### src/hw/rtl/tcf_pkg.sv
// ----------------------------------------------------------------------------
// tcf_pkg
// shared types, constants and helpers of the tilt complementary filter
// ----------------------------------------------------------------------------
`default_nettype none

package tcf_pkg;

	typedef struct packed {
		logic               command;
		logic signed [15:0] accel_x;
		logic signed [15:0] accel_y;
		logic signed [15:0] accel_z;
		logic signed [15:0] rate_roll;
		logic signed [15:0] rate_pitch;
	} item_t;

	typedef struct packed {
		logic               start;
		logic signed [17:0] y;
		logic signed [17:0] x;
	} cordic_req_t;

	typedef struct packed {
		logic               done;
		logic signed [16:0] ang;
		logic signed [17:0] mag;
	} cordic_rsp_t;

	localparam int FIFO_DEPTH = 2;
	localparam int FIFO_PTR_W = $clog2(FIFO_DEPTH);

	localparam logic        [15:0] INV_GAIN_Q15 = 16'd19898;
	localparam logic        [15:0] BLEND_RESET  = 16'd655;
	localparam logic        [23:0] RECIP_1000   = 24'd8589935;
	localparam logic        [24:0] ROUND_1000   = 25'd500;
	localparam logic signed [16:0] ANGLE_RIGHT  = 17'sd9000;
	localparam logic signed [16:0] ANGLE_HALF   = 17'sd18000;
	localparam logic signed [33:0] DIFF_CLAMP   = 34'sd3000000;
	localparam logic signed [27:0] GYRO_SAT     = 28'sd51200000;
	localparam logic signed [24:0] OUT_MAX      = 25'sd65535;
	localparam logic signed [24:0] OUT_MIN      = -25'sd65536;

	function automatic logic signed [23:0] atan_q8(input logic [3:0] idx);
		logic signed [23:0] v;
		case (idx)
			4'd0:    v = 24'sd1152000;
			4'd1:    v = 24'sd680065;
			4'd2:    v = 24'sd359328;
			4'd3:    v = 24'sd182400;
			4'd4:    v = 24'sd91554;
			4'd5:    v = 24'sd45822;
			4'd6:    v = 24'sd22916;
			4'd7:    v = 24'sd11459;
			4'd8:    v = 24'sd5730;
			4'd9:    v = 24'sd2865;
			4'd10:   v = 24'sd1432;
			4'd11:   v = 24'sd716;
			4'd12:   v = 24'sd358;
			4'd13:   v = 24'sd179;
			default: v = 24'sd0;
		endcase
		return v;
	endfunction

	// q8 to centi-degrees, half away from zero
	function automatic logic signed [24:0] q8_round(input logic signed [31:0] q);
		logic [31:0] m;
		logic [32:0] r;
		m = q[31] ? 32'(-q) : 32'(q);
		r = {1'b0, m} + 33'd128;
		return q[31] ? -$signed(r[32:8]) : $signed(r[32:8]);
	endfunction

endpackage

`default_nettype wire

### src/hw/rtl/tcf_front.sv
// ----------------------------------------------------------------------------
// tcf_front
// input side: takes transactions and holds them in a short queue
// ----------------------------------------------------------------------------
`default_nettype none

module tcf_front (
	input  wire logic          clk,
	input  wire logic          arst_n,
	input  wire logic          push,
	output logic               full,
	input  wire tcf_pkg::item_t in_item,
	output tcf_pkg::item_t     head,
	output logic               head_valid,
	input  wire logic          head_pop
);

	tcf_pkg::item_t                     mem_q [tcf_pkg::FIFO_DEPTH];
	logic [tcf_pkg::FIFO_PTR_W-1:0]     wr_ptr_q;
	logic [tcf_pkg::FIFO_PTR_W-1:0]     rd_ptr_q;
	logic [tcf_pkg::FIFO_PTR_W:0]       cnt_q;
	logic                               do_push;
	logic                               do_pop;

	assign full       = (cnt_q == (tcf_pkg::FIFO_PTR_W+1)'(tcf_pkg::FIFO_DEPTH));
	assign head_valid = (cnt_q != '0);
	assign head       = mem_q[rd_ptr_q];
	assign do_push    = push && !full;
	assign do_pop     = head_pop && head_valid;

	always_ff @(posedge clk) begin
		if (do_push) begin
			mem_q[wr_ptr_q] <= in_item;
		end
	end

	always_ff @(posedge clk or negedge arst_n) begin
		if (!arst_n) begin
			wr_ptr_q <= '0;
			rd_ptr_q <= '0;
			cnt_q    <= '0;
		end else begin
			if (do_push) begin
				wr_ptr_q <= wr_ptr_q + 1'b1;
			end
			if (do_pop) begin
				rd_ptr_q <= rd_ptr_q + 1'b1;
			end
			if (do_push && !do_pop) begin
				cnt_q <= cnt_q + 1'b1;
			end else if (!do_push && do_pop) begin
				cnt_q <= cnt_q - 1'b1;
			end
		end
	end

endmodule

`default_nettype wire

### src/hw/rtl/tcf_cordic.sv
// ----------------------------------------------------------------------------
// tcf_cordic
// iterative cordic vectoring unit: atan2 in centi-degrees and magnitude
// ----------------------------------------------------------------------------
`default_nettype none

module tcf_cordic #(
	parameter int CORDIC_STEPS   = 14,
	parameter int INPUT_PRESHIFT = 12
) (
	input  wire logic                clk,
	input  wire logic                arst_n,
	input  wire tcf_pkg::cordic_req_t req,
	output tcf_pkg::cordic_rsp_t     rsp
);

	localparam int CW    = INPUT_PRESHIFT + 21;
	localparam int DW    = CW - INPUT_PRESHIFT;
	localparam int PW    = DW + 17;
	localparam int CNT_W = $clog2(CORDIC_STEPS);
	localparam logic [CNT_W-1:0] LAST = CNT_W'(CORDIC_STEPS - 1);

	typedef enum logic [4:0] {
		C_IDLE = 5'b00001,
		C_ITER = 5'b00010,
		C_RND  = 5'b00100,
		C_MUL  = 5'b01000,
		C_MAG  = 5'b10000
	} cstate_t;

	cstate_t                  state_q;
	logic                     done_q;
	logic [CNT_W-1:0]         cnt_q;
	logic signed [CW-1:0]     xv_q;
	logic signed [CW-1:0]     yv_q;
	logic signed [23:0]       acc_q;
	logic signed [16:0]       add_q;
	logic signed [16:0]       ang_q;
	logic signed [17:0]       mag_q;
	logic signed [DW-1:0]     d_q;
	logic signed [PW-1:0]     prod_q;

	logic                     x_neg;
	logic                     x_zero;
	logic signed [17:0]       xa;
	logic signed [17:0]       ya;
	logic signed [CW-1:0]     xs;
	logic signed [CW-1:0]     ys;
	logic signed [23:0]       step_ang;
	logic signed [CW-1:0]     rnd_sum;
	logic signed [CW-1:0]     rnd_sh;
	logic signed [24:0]       acc_cd;
	logic signed [PW-1:0]     mag_sum;
	logic signed [PW-1:0]     mag_sh;

	assign x_neg    = req.x[17];
	assign x_zero   = (req.x == '0);
	assign xa       = x_neg ? -req.x : req.x;
	assign ya       = x_neg ? -req.y : req.y;
	assign xs       = xv_q >>> cnt_q;
	assign ys       = yv_q >>> cnt_q;
	assign step_ang = tcf_pkg::atan_q8(4'(cnt_q));
	assign rnd_sum  = xv_q + (CW'(1) <<< (INPUT_PRESHIFT - 1));
	assign rnd_sh   = rnd_sum >>> INPUT_PRESHIFT;
	assign acc_cd   = tcf_pkg::q8_round(32'(acc_q));
	assign mag_sum  = prod_q + PW'(16384);
	assign mag_sh   = mag_sum >>> 15;

	assign rsp.done = done_q;
	assign rsp.ang  = ang_q;
	assign rsp.mag  = mag_q;

	always_ff @(posedge clk or negedge arst_n) begin
		if (!arst_n) begin
			state_q <= C_IDLE;
			done_q  <= 1'b0;
			cnt_q   <= '0;
		end else begin
			done_q <= 1'b0;
			case (state_q)
				C_IDLE: begin
					if (req.start) begin
						if (x_zero) begin
							done_q <= 1'b1;
						end else begin
							cnt_q   <= '0;
							state_q <= C_ITER;
						end
					end
				end
				C_ITER: begin
					cnt_q <= cnt_q + 1'b1;
					if (cnt_q == LAST) begin
						state_q <= C_RND;
					end
				end
				C_RND: begin
					state_q <= C_MUL;
				end
				C_MUL: begin
					state_q <= C_MAG;
				end
				C_MAG: begin
					done_q  <= 1'b1;
					state_q <= C_IDLE;
				end
				default: begin
					state_q <= C_IDLE;
				end
			endcase
		end
	end

	always_ff @(posedge clk) begin
		case (state_q)
			C_IDLE: begin
				if (req.start) begin
					if (x_zero) begin
						// vertical vector: fixed angle, magnitude is |y|
						if (req.y > 0) begin
							ang_q <= tcf_pkg::ANGLE_RIGHT;
						end else if (req.y < 0) begin
							ang_q <= -tcf_pkg::ANGLE_RIGHT;
						end else begin
							ang_q <= '0;
						end
						mag_q <= req.y[17] ? -req.y : req.y;
					end else begin
						xv_q  <= CW'(xa) <<< INPUT_PRESHIFT;
						yv_q  <= CW'(ya) <<< INPUT_PRESHIFT;
						acc_q <= '0;
						if (x_neg) begin
							add_q <= req.y[17] ? -tcf_pkg::ANGLE_HALF : tcf_pkg::ANGLE_HALF;
						end else begin
							add_q <= '0;
						end
					end
				end
			end
			C_ITER: begin
				if (!yv_q[CW-1]) begin
					xv_q  <= xv_q + ys;
					yv_q  <= yv_q - xs;
					acc_q <= acc_q + step_ang;
				end else begin
					xv_q  <= xv_q - ys;
					yv_q  <= yv_q + xs;
					acc_q <= acc_q - step_ang;
				end
			end
			C_RND: begin
				ang_q <= acc_cd[16:0] + add_q;
				d_q   <= rnd_sh[DW-1:0];
			end
			C_MUL: begin
				prod_q <= d_q * $signed({1'b0, tcf_pkg::INV_GAIN_Q15});
			end
			C_MAG: begin
				mag_q <= mag_sh[17:0];
			end
			default: begin
			end
		endcase
	end

endmodule

`default_nettype wire

### src/hw/rtl/tcf_back.sv
// ----------------------------------------------------------------------------
// tcf_back
// execution side: tilt sequencing, gyro integration, blend and result register
// ----------------------------------------------------------------------------
`default_nettype none

module tcf_back (
	input  wire logic                 clk,
	input  wire logic                 arst_n,
	input  wire tcf_pkg::item_t       head,
	input  wire logic                 head_valid,
	output logic                      head_pop,
	output tcf_pkg::cordic_req_t      creq,
	input  wire tcf_pkg::cordic_rsp_t crsp,
	input  wire logic                 cfg_wen,
	input  wire logic [15:0]          cfg_wdata,
	output logic                      empty,
	input  wire logic                 pop,
	output logic signed [16:0]        roll_angle,
	output logic signed [16:0]        pitch_angle,
	output logic signed [18:0]        roll_gyro_angle,
	output logic signed [18:0]        pitch_gyro_angle
);

	typedef enum logic [12:0] {
		B_IDLE  = 13'b0000000000001,
		B_RGO   = 13'b0000000000010,
		B_RWAIT = 13'b0000000000100,
		B_PGO   = 13'b0000000001000,
		B_PWAIT = 13'b0000000010000,
		B_DR    = 13'b0000000100000,
		B_DP    = 13'b0000001000000,
		B_PRED  = 13'b0000010000000,
		B_CR    = 13'b0000100000000,
		B_CP    = 13'b0001000000000,
		B_UPD   = 13'b0010000000000,
		B_SNAP  = 13'b0100000000000,
		B_OUT   = 13'b1000000000000
	} bstate_t;

	bstate_t             state_q;
	tcf_pkg::item_t      item_q;
	logic [15:0]         gain_q;
	logic                out_valid_q;
	logic signed [16:0]  roll_cd_q;
	logic signed [16:0]  pitch_cd_q;
	logic signed [17:0]  mag_q;
	logic [48:0]         mprod_q;
	logic signed [15:0]  dr_q;
	logic signed [15:0]  dp_q;
	logic signed [31:0]  pr_q;
	logic signed [31:0]  pp_q;
	logic signed [39:0]  bprod_q;
	logic signed [31:0]  roll_est_q;
	logic signed [31:0]  pitch_est_q;
	logic signed [26:0]  roll_trk_q;
	logic signed [26:0]  pitch_trk_q;
	logic signed [16:0]  roll_out_q;
	logic signed [16:0]  pitch_out_q;
	logic signed [18:0]  roll_gyro_out_q;
	logic signed [18:0]  pitch_gyro_out_q;

	logic signed [17:0]  ax_ext;
	logic                out_write;
	logic signed [33:0]  diff;
	logic signed [22:0]  diff_c;
	logic signed [26:0]  corr;
	logic signed [15:0]  dp_now;
	logic signed [24:0]  roll_cd_out;
	logic signed [24:0]  pitch_cd_out;
	logic signed [24:0]  roll_gyro_cd;
	logic signed [24:0]  pitch_gyro_cd;

	function automatic logic [48:0] delta_prod(input logic signed [15:0] rate);
		logic signed [16:0] r;
		logic [16:0]        a;
		logic [24:0]        n;
		r = 17'(rate);
		a = r[16] ? 17'(-r) : 17'(r);
		n = {a, 8'b0} + tcf_pkg::ROUND_1000;
		return 49'(n) * 49'(tcf_pkg::RECIP_1000);
	endfunction

	function automatic logic signed [15:0] delta_fix(input logic [48:0] p, input logic neg);
		logic signed [15:0] q;
		q = $signed(p[48:33]);
		return neg ? -q : q;
	endfunction

	function automatic logic signed [26:0] round_q15(input logic signed [39:0] p);
		logic [39:0] m;
		logic [40:0] r;
		m = p[39] ? 40'(-p) : 40'(p);
		r = {1'b0, m} + 41'd16384;
		return p[39] ? -$signed({1'b0, r[40:15]}) : $signed({1'b0, r[40:15]});
	endfunction

	function automatic logic signed [26:0] gyro_add(input logic signed [26:0] t,
	                                                input logic signed [15:0] d);
		logic signed [27:0] s;
		s = 28'(t) + 28'(d);
		if (s > tcf_pkg::GYRO_SAT) begin
			s = tcf_pkg::GYRO_SAT;
		end else if (s < -tcf_pkg::GYRO_SAT) begin
			s = -tcf_pkg::GYRO_SAT;
		end
		return s[26:0];
	endfunction

	function automatic logic signed [16:0] out_clamp(input logic signed [24:0] v);
		logic signed [24:0] c;
		c = v;
		if (v > tcf_pkg::OUT_MAX) begin
			c = tcf_pkg::OUT_MAX;
		end else if (v < tcf_pkg::OUT_MIN) begin
			c = tcf_pkg::OUT_MIN;
		end
		return c[16:0];
	endfunction

	assign ax_ext     = 18'(item_q.accel_x);
	assign head_pop   = (state_q == B_IDLE) && head_valid;
	assign creq.start = (state_q == B_RGO) || (state_q == B_PGO);
	assign creq.y     = (state_q == B_RGO) ? 18'(item_q.accel_y) : -ax_ext;
	assign creq.x     = (state_q == B_RGO) ? 18'(item_q.accel_z) : mag_q;

	assign out_write  = (state_q == B_OUT) && (!out_valid_q || pop);

	assign empty            = !out_valid_q;
	assign roll_angle       = roll_out_q;
	assign pitch_angle      = pitch_out_q;
	assign roll_gyro_angle  = roll_gyro_out_q;
	assign pitch_gyro_angle = pitch_gyro_out_q;

	// blend operand: roll in the roll step, pitch otherwise
	always_comb begin
		if (state_q == B_CR) begin
			diff = (34'(roll_cd_q) <<< 8) - 34'(pr_q);
		end else begin
			diff = (34'(pitch_cd_q) <<< 8) - 34'(pp_q);
		end
		if (diff > tcf_pkg::DIFF_CLAMP) begin
			diff_c = tcf_pkg::DIFF_CLAMP[22:0];
		end else if (diff < -tcf_pkg::DIFF_CLAMP) begin
			diff_c = 23'(-tcf_pkg::DIFF_CLAMP);
		end else begin
			diff_c = diff[22:0];
		end
	end

	assign corr          = round_q15(bprod_q);
	assign dp_now        = delta_fix(mprod_q, item_q.rate_pitch[15]);
	assign roll_cd_out   = tcf_pkg::q8_round(roll_est_q);
	assign pitch_cd_out  = tcf_pkg::q8_round(pitch_est_q);
	assign roll_gyro_cd  = tcf_pkg::q8_round(32'(roll_trk_q));
	assign pitch_gyro_cd = tcf_pkg::q8_round(32'(pitch_trk_q));

	always_ff @(posedge clk or negedge arst_n) begin
		if (!arst_n) begin
			state_q     <= B_IDLE;
			gain_q      <= tcf_pkg::BLEND_RESET;
			out_valid_q <= 1'b0;
			roll_est_q  <= '0;
			pitch_est_q <= '0;
			roll_trk_q  <= '0;
			pitch_trk_q <= '0;
		end else begin
			if (cfg_wen) begin
				gain_q <= cfg_wdata;
			end
			if (out_write) begin
				out_valid_q <= 1'b1;
			end else if (pop) begin
				out_valid_q <= 1'b0;
			end
			case (state_q)
				B_IDLE: begin
					if (head_valid) begin
						state_q <= B_RGO;
					end
				end
				B_RGO: begin
					state_q <= B_RWAIT;
				end
				B_RWAIT: begin
					if (crsp.done) begin
						state_q <= B_PGO;
					end
				end
				B_PGO: begin
					state_q <= B_PWAIT;
				end
				B_PWAIT: begin
					if (crsp.done) begin
						state_q <= item_q.command ? B_SNAP : B_DR;
					end
				end
				B_DR: begin
					state_q <= B_DP;
				end
				B_DP: begin
					state_q <= B_PRED;
				end
				B_PRED: begin
					state_q <= B_CR;
				end
				B_CR: begin
					state_q <= B_CP;
				end
				B_CP: begin
					roll_est_q <= pr_q + 32'(corr);
					state_q    <= B_UPD;
				end
				B_UPD: begin
					pitch_est_q <= pp_q + 32'(corr);
					roll_trk_q  <= gyro_add(roll_trk_q, dr_q);
					pitch_trk_q <= gyro_add(pitch_trk_q, dp_q);
					state_q     <= B_OUT;
				end
				B_SNAP: begin
					roll_est_q  <= 32'(roll_cd_q) <<< 8;
					pitch_est_q <= 32'(pitch_cd_q) <<< 8;
					roll_trk_q  <= 27'(roll_cd_q) <<< 8;
					pitch_trk_q <= 27'(pitch_cd_q) <<< 8;
					state_q     <= B_OUT;
				end
				B_OUT: begin
					if (out_write) begin
						state_q <= B_IDLE;
					end
				end
				default: begin
					state_q <= B_IDLE;
				end
			endcase
		end
	end

	always_ff @(posedge clk) begin
		if (head_pop) begin
			item_q <= head;
		end
		if ((state_q == B_RWAIT) && crsp.done) begin
			roll_cd_q <= crsp.ang;
			mag_q     <= crsp.mag;
		end
		if ((state_q == B_PWAIT) && crsp.done) begin
			pitch_cd_q <= crsp.ang;
		end
		case (state_q)
			B_DR: begin
				mprod_q <= delta_prod(item_q.rate_roll);
			end
			B_DP: begin
				dr_q    <= delta_fix(mprod_q, item_q.rate_roll[15]);
				mprod_q <= delta_prod(item_q.rate_pitch);
			end
			B_PRED: begin
				dp_q <= dp_now;
				pr_q <= roll_est_q + 32'(dr_q);
				pp_q <= pitch_est_q + 32'(dp_now);
			end
			B_CR: begin
				bprod_q <= 40'(diff_c) * 40'($signed({1'b0, gain_q}));
			end
			B_CP: begin
				bprod_q <= 40'(diff_c) * 40'($signed({1'b0, gain_q}));
			end
			default: begin
			end
		endcase
		if (out_write) begin
			roll_out_q       <= out_clamp(roll_cd_out);
			pitch_out_q      <= out_clamp(pitch_cd_out);
			roll_gyro_out_q  <= roll_gyro_cd[18:0];
			pitch_gyro_out_q <= pitch_gyro_cd[18:0];
		end
	end

endmodule

`default_nettype wire

### src/hw/rtl/tilt_complementary_filter_unit.sv
// ----------------------------------------------------------------------------
// tilt_complementary_filter_unit
// accelerometer tilt via cordic, blended with integrated gyro rate
// ----------------------------------------------------------------------------
// Each input transaction is one sensor tick and yields exactly one result. A
// two-entry input queue takes transactions while the execution side works; one
// shared iterative cordic unit runs twice per tick (roll, then pitch from the
// roll magnitude), one step per cycle followed by rounding, gain-multiply and
// magnitude steps. A reset command skips the gyro integration and blend steps, and a zero
// accel_z skips the roll iterations. The finished result sits in an output
// register, so the next tick starts while the result waits to be popped.
// blend_gain may be written only while the block is idle.
// ----------------------------------------------------------------------------
`default_nettype none

module tilt_complementary_filter_unit #(
	parameter int CORDIC_STEPS   = 14,
	parameter int INPUT_PRESHIFT = 12
) (
	input  wire logic               clk,
	input  wire logic               arst_n,
	input  wire logic               push,
	output logic                    full,
	input  wire logic               command,
	input  wire logic signed [15:0] accel_x,
	input  wire logic signed [15:0] accel_y,
	input  wire logic signed [15:0] accel_z,
	input  wire logic signed [15:0] rate_roll,
	input  wire logic signed [15:0] rate_pitch,
	output logic                    empty,
	input  wire logic               pop,
	output logic signed [16:0]      roll_angle,
	output logic signed [16:0]      pitch_angle,
	output logic signed [18:0]      roll_gyro_angle,
	output logic signed [18:0]      pitch_gyro_angle,
	input  wire logic               cfg_wen,
	input  wire logic [15:0]        cfg_wdata
);

	tcf_pkg::item_t       in_item;
	tcf_pkg::item_t       head;
	logic                 head_valid;
	logic                 head_pop;
	tcf_pkg::cordic_req_t creq;
	tcf_pkg::cordic_rsp_t crsp;

	assign in_item.command    = command;
	assign in_item.accel_x    = accel_x;
	assign in_item.accel_y    = accel_y;
	assign in_item.accel_z    = accel_z;
	assign in_item.rate_roll  = rate_roll;
	assign in_item.rate_pitch = rate_pitch;

	tcf_front u_front (
		.clk        (clk),
		.arst_n     (arst_n),
		.push       (push),
		.full       (full),
		.in_item    (in_item),
		.head       (head),
		.head_valid (head_valid),
		.head_pop   (head_pop)
	);

	tcf_cordic #(
		.CORDIC_STEPS   (CORDIC_STEPS),
		.INPUT_PRESHIFT (INPUT_PRESHIFT)
	) u_cordic (
		.clk    (clk),
		.arst_n (arst_n),
		.req    (creq),
		.rsp    (crsp)
	);

	tcf_back u_back (
		.clk              (clk),
		.arst_n           (arst_n),
		.head             (head),
		.head_valid       (head_valid),
		.head_pop         (head_pop),
		.creq             (creq),
		.crsp             (crsp),
		.cfg_wen          (cfg_wen),
		.cfg_wdata        (cfg_wdata),
		.empty            (empty),
		.pop              (pop),
		.roll_angle       (roll_angle),
		.pitch_angle      (pitch_angle),
		.roll_gyro_angle  (roll_gyro_angle),
		.pitch_gyro_angle (pitch_gyro_angle)
	);

endmodule

`default_nettype wire

### config.mk
export PLATFORM = sky130hd
export DESIGN_NAME = tilt_complementary_filter_unit
export DESIGN_NICKNAME = d
export VERILOG_FILES = /design/src/hw/rtl/tcf_pkg.sv /design/src/hw/rtl/tcf_front.sv /design/src/hw/rtl/tcf_cordic.sv /design/src/hw/rtl/tcf_back.sv /design/src/hw/rtl/tilt_complementary_filter_unit.sv
export SDC_FILE = /design/constraint.sdc
export NUM_CORES = 2
export LEC_CHECK = 0
export BUFFER_PORTS_ARGS = -buffer_cell sky130_fd_sc_hd__buf_2
export CAP_MARGIN = 20
export CELL_PAD_IN_SITES_DETAIL_PLACEMENT = 1
export CELL_PAD_IN_SITES_GLOBAL_PLACEMENT = 2
export CORE_UTILIZATION = 38
export CTS_CLUSTER_SIZE = 16
export DETAILED_ROUTE_END_ITERATION = 10
export PLACE_DENSITY = 0.77
export SLEW_MARGIN = 20
export SYNTH_ARGS = -nofsm -noshare
export SYNTH_HDL_FRONTEND = slang
export SYNTH_SLANG_ARGS = --single-unit
### constraint.sdc
create_clock -name clk -period 10.2 [get_ports clk]
set_clock_uncertainty 0.05 [all_clocks]
set_input_delay 2.04 -clock clk [delete_from_list [all_inputs] [get_ports clk]]
set_output_delay 2.04 -clock clk [all_outputs]
set_load 0.05 [all_outputs]
==> impl_metrics.env <==
export IMPL_rsz0062_at_grt="true"
export IMPL_clk_path_buf_depth=3
export IMPL_synth_ff_type="edfxtp_1"
export IMPL_slew_headroom_pct=18.8
export IMPL_min_from="u_cordic.mag_q[9]"
export IMPL_holdBufCountCts=0
export IMPL_finalCriticalPeriod_ns=10.44
export IMPL_critPathMaxFanout=5
export IMPL_track_usage_pct=24.1
export IMPL_clock_sinks=849
export IMPL_synth_area_leaders="edfxtp_1 (21%), fa_1 (16%), ha_1 (12%)"
export IMPL_async_flop_share_pct=19.1
export IMPL_synth_seq_area_share_pct=25.1
export IMPL_io_buffers=175
export IMPL_worst_setup_path_type="register to register"
export IMPL_cts_buffers_inserted=106
export IMPL_via_per_inst=5.43
export IMPL_grt_max_degree=100
export IMPL_io_pins=176
export IMPL_synth_edf_count=687
export IMPL_fmax_mhz=95.7
export IMPL_grt_pass1_wl_um=497000
export IMPL_min_path_type="register to register"
export IMPL_die_y_um=511
export IMPL_violations="setup timing"
export IMPL_drt_pass1_iterations=7
export IMPL_syn_inst=10500
export IMPL_synth_top_cell_area_share_pct=21.0
export IMPL_regArea_um2=24700
export IMPL_crit_arrival_ns=10.88
export IMPL_first_iter_violations=3871
export IMPL_ys_top_cells_by_count="inv_1 (1423), ha_1 (961), nand2_1 (836)"
export IMPL_worst_slew_pin_slew_ns=1.21
export IMPL_critical_path_top_delay_family="adder cells"
export IMPL_clock_latency_ns=0.79
export IMPL_core_um2=257000
export IMPL_synth_distinct_cells=110
export IMPL_area_growth_pct=14.1
export IMPL_ys_ff_latch=849
export IMPL_antenna_found_initial=10
export IMPL_instances_no_fill=14600
export IMPL_postRouteAntennaNets=0
export IMPL_cts_tree="built"
export IMPL_dieArea_um2=261000
export IMPL_dp_cells=14300
export IMPL_first_global_vias=86000
export IMPL_die_w_um=511
export IMPL_end_kind="register"
export IMPL_max_stage_delay_ns=0.61
export IMPL_clk_pin_slew_ns=0.06
export IMPL_multi_input_area_um2=68200
export IMPL_h_tree_depth=3
export IMPL_layout_setup_ws_ns=-0.244
export IMPL_status="complete, but fails checks"
export IMPL_setup_viol=7
export IMPL_yosysMostFrequentCell="inv_1"
export IMPL_vias=79200
export IMPL_synth_area_leader_cell="edfxtp_1"
export IMPL_cp_num_buf_inv=11
export IMPL_hold_violations=0
export IMPL_cp_data_required_time_ns=10.64
export IMPL_worstSetupStartpoint="u_back.pitch_cd_q[0]"
export IMPL_routed_wl_um=316000
export IMPL_yosys_warnings=0
export IMPL_grt_overflow=0
export IMPL_worstSetupStartpointType="register"
export IMPL_r2r_start="u_back.pitch_cd_q[0]"
export IMPL_avgRoutedWirePerCell_um=21.7
export IMPL_drc=0
export IMPL_root_buffer="clkbuf_16"
export IMPL_fin_crit_sh_pct=102
export IMPL_initial_utilization_pct=38.2
export IMPL_slowest_stage="fa_2"
export IMPL_avgSynthCellArea_um2=9.35
export IMPL_num_fill_cells=29300
export IMPL_dp_hpwl_um=259000
export IMPL_drive_gt1_share_pct=13.8
export IMPL_finalWeightedCongestion=0.916
export IMPL_maxCapViolations=0
export IMPL_final_max_slew_viol_count=0
export IMPL_synth_area_um2=98400
export IMPL_rows=186
export IMPL_nets=12900
## routing by layer
layer  wire length, µm  track usage [%]  vias up
li1                  -                -    37500
met1            136000             30.4    40200
met2            160000             43.3     1160
met3              9110             1.88      369
met4             10800             7.60        2
met5                11                0        -
## final cells by class
cell class,count,area share (%)
clock buffers,134,2.55
clock inverters,66,0.645
diodes,5,0.0111
repair buffers,843,5.42
flip-flops and latches,849,22.0
multi-input cells,7865,60.8
inverters,1434,4.80
well taps,3384,3.77
## layout by cell type (no fill, tap or decap), drive strengths merged, types with 76 or more instances in the layout
master  instances
buf           842
o31ai          84
edfxtp        687
and2          204
mux2          125
ha            961
a211oi         76
xnor2         577
a31oi          92
a22oi          82
nand3         214
a21oi         533
nand2         836
nor2b          90
nor3          190
nand2b        106
xor2          344
fa            781
o21ai         526
nor2          589
dfrtp         154
a21o          133
or3           128
and3          101
mux2i         123
inv          1433
o21a           83
clkbuf        135
## sequential cells by signal (all words and copies together), names as in the netlist, 32 cells and up
name and cells:
u_back.pitch_est_q 32, u_back.roll_est_q 32, u_back.pr_q 32, u_cordic.xv_q 33
u_back.bprod_q 40, u_front.mem_q 162, u_back.pp_q 32, u_back.item_q 65
u_cordic.yv_q 33
## repair_timing
action	4_1_cts	5_1_grt
setup buffers	30	34
gates resized for setup	159	135
pin swaps	120	91
setup endpoints to repair	25	21
## final timing paths
path	cells past startpoint	slack [ns]	endpoint
setup / recovery	45	-0.24	u_back.bprod_q[39]
hold / removal	0	0.37	u_back.mag_q[9]
setup reg to reg	45	-0.24	u_back.bprod_q[39]
hold reg to reg	0	0.37	u_back.mag_q[9]
max in group asynchronous	2	7.63	u_front.rd_ptr_q
min in group asynchronous	1	1.18	u_back.gain_q[13]
## worst register-to-register path: cells and delay by family (launching register included)
kind                     cells  cell delay (ns)
XOR/XNOR                     2             0.25
AO/OA/AOI/OAI               17             2.94
AND/OR/NAND/NOR              7             1.55
buffers and inverters       11             1.49
flip-flops                   1             0.45
adder cells (fa/ha/maj)      8             3.43
## cell families (layout without fill, tap and decap cells)
kind of cell | Yosys count | after routing | share of synthesized area (%)
compound gates | 2100 | 2100 | 13.8
xor+xnor | 922 | 922 | 8.23
fa+ha+maj | 1745 | 1745 | 28.2
buf+inv | 1820 | 2477 | 6.99
flops | 849 | 849 | 25.1
mux | 293 | 293 | 3.71
other cells | 2 | 22 | 0.00764
simple gates | 2788 | 2788 | 14.0
## metrics by stage
stage	cell area, µm²	setup TNS, ns	worst slack [ns]	hold slack [ns]	util (%)
after floorplan	98500	0	0.00540	0.345	-
after global placement	107000	-12.25	-1.38	0.352	41.6
after detailed placement	107000	-16.48	-1.62	0.357	41.6
after CTS	111000	-0.211	-0.110	0.372	43.3
after global routing	112000	-4.38	-0.582	0.372	43.6
final	112000	-1.06	-0.244	0.367	43.6
Power is left out: the tool's default activity adds up to more than one toggle a clock period on the data nets, which glitch-free logic cannot reach.
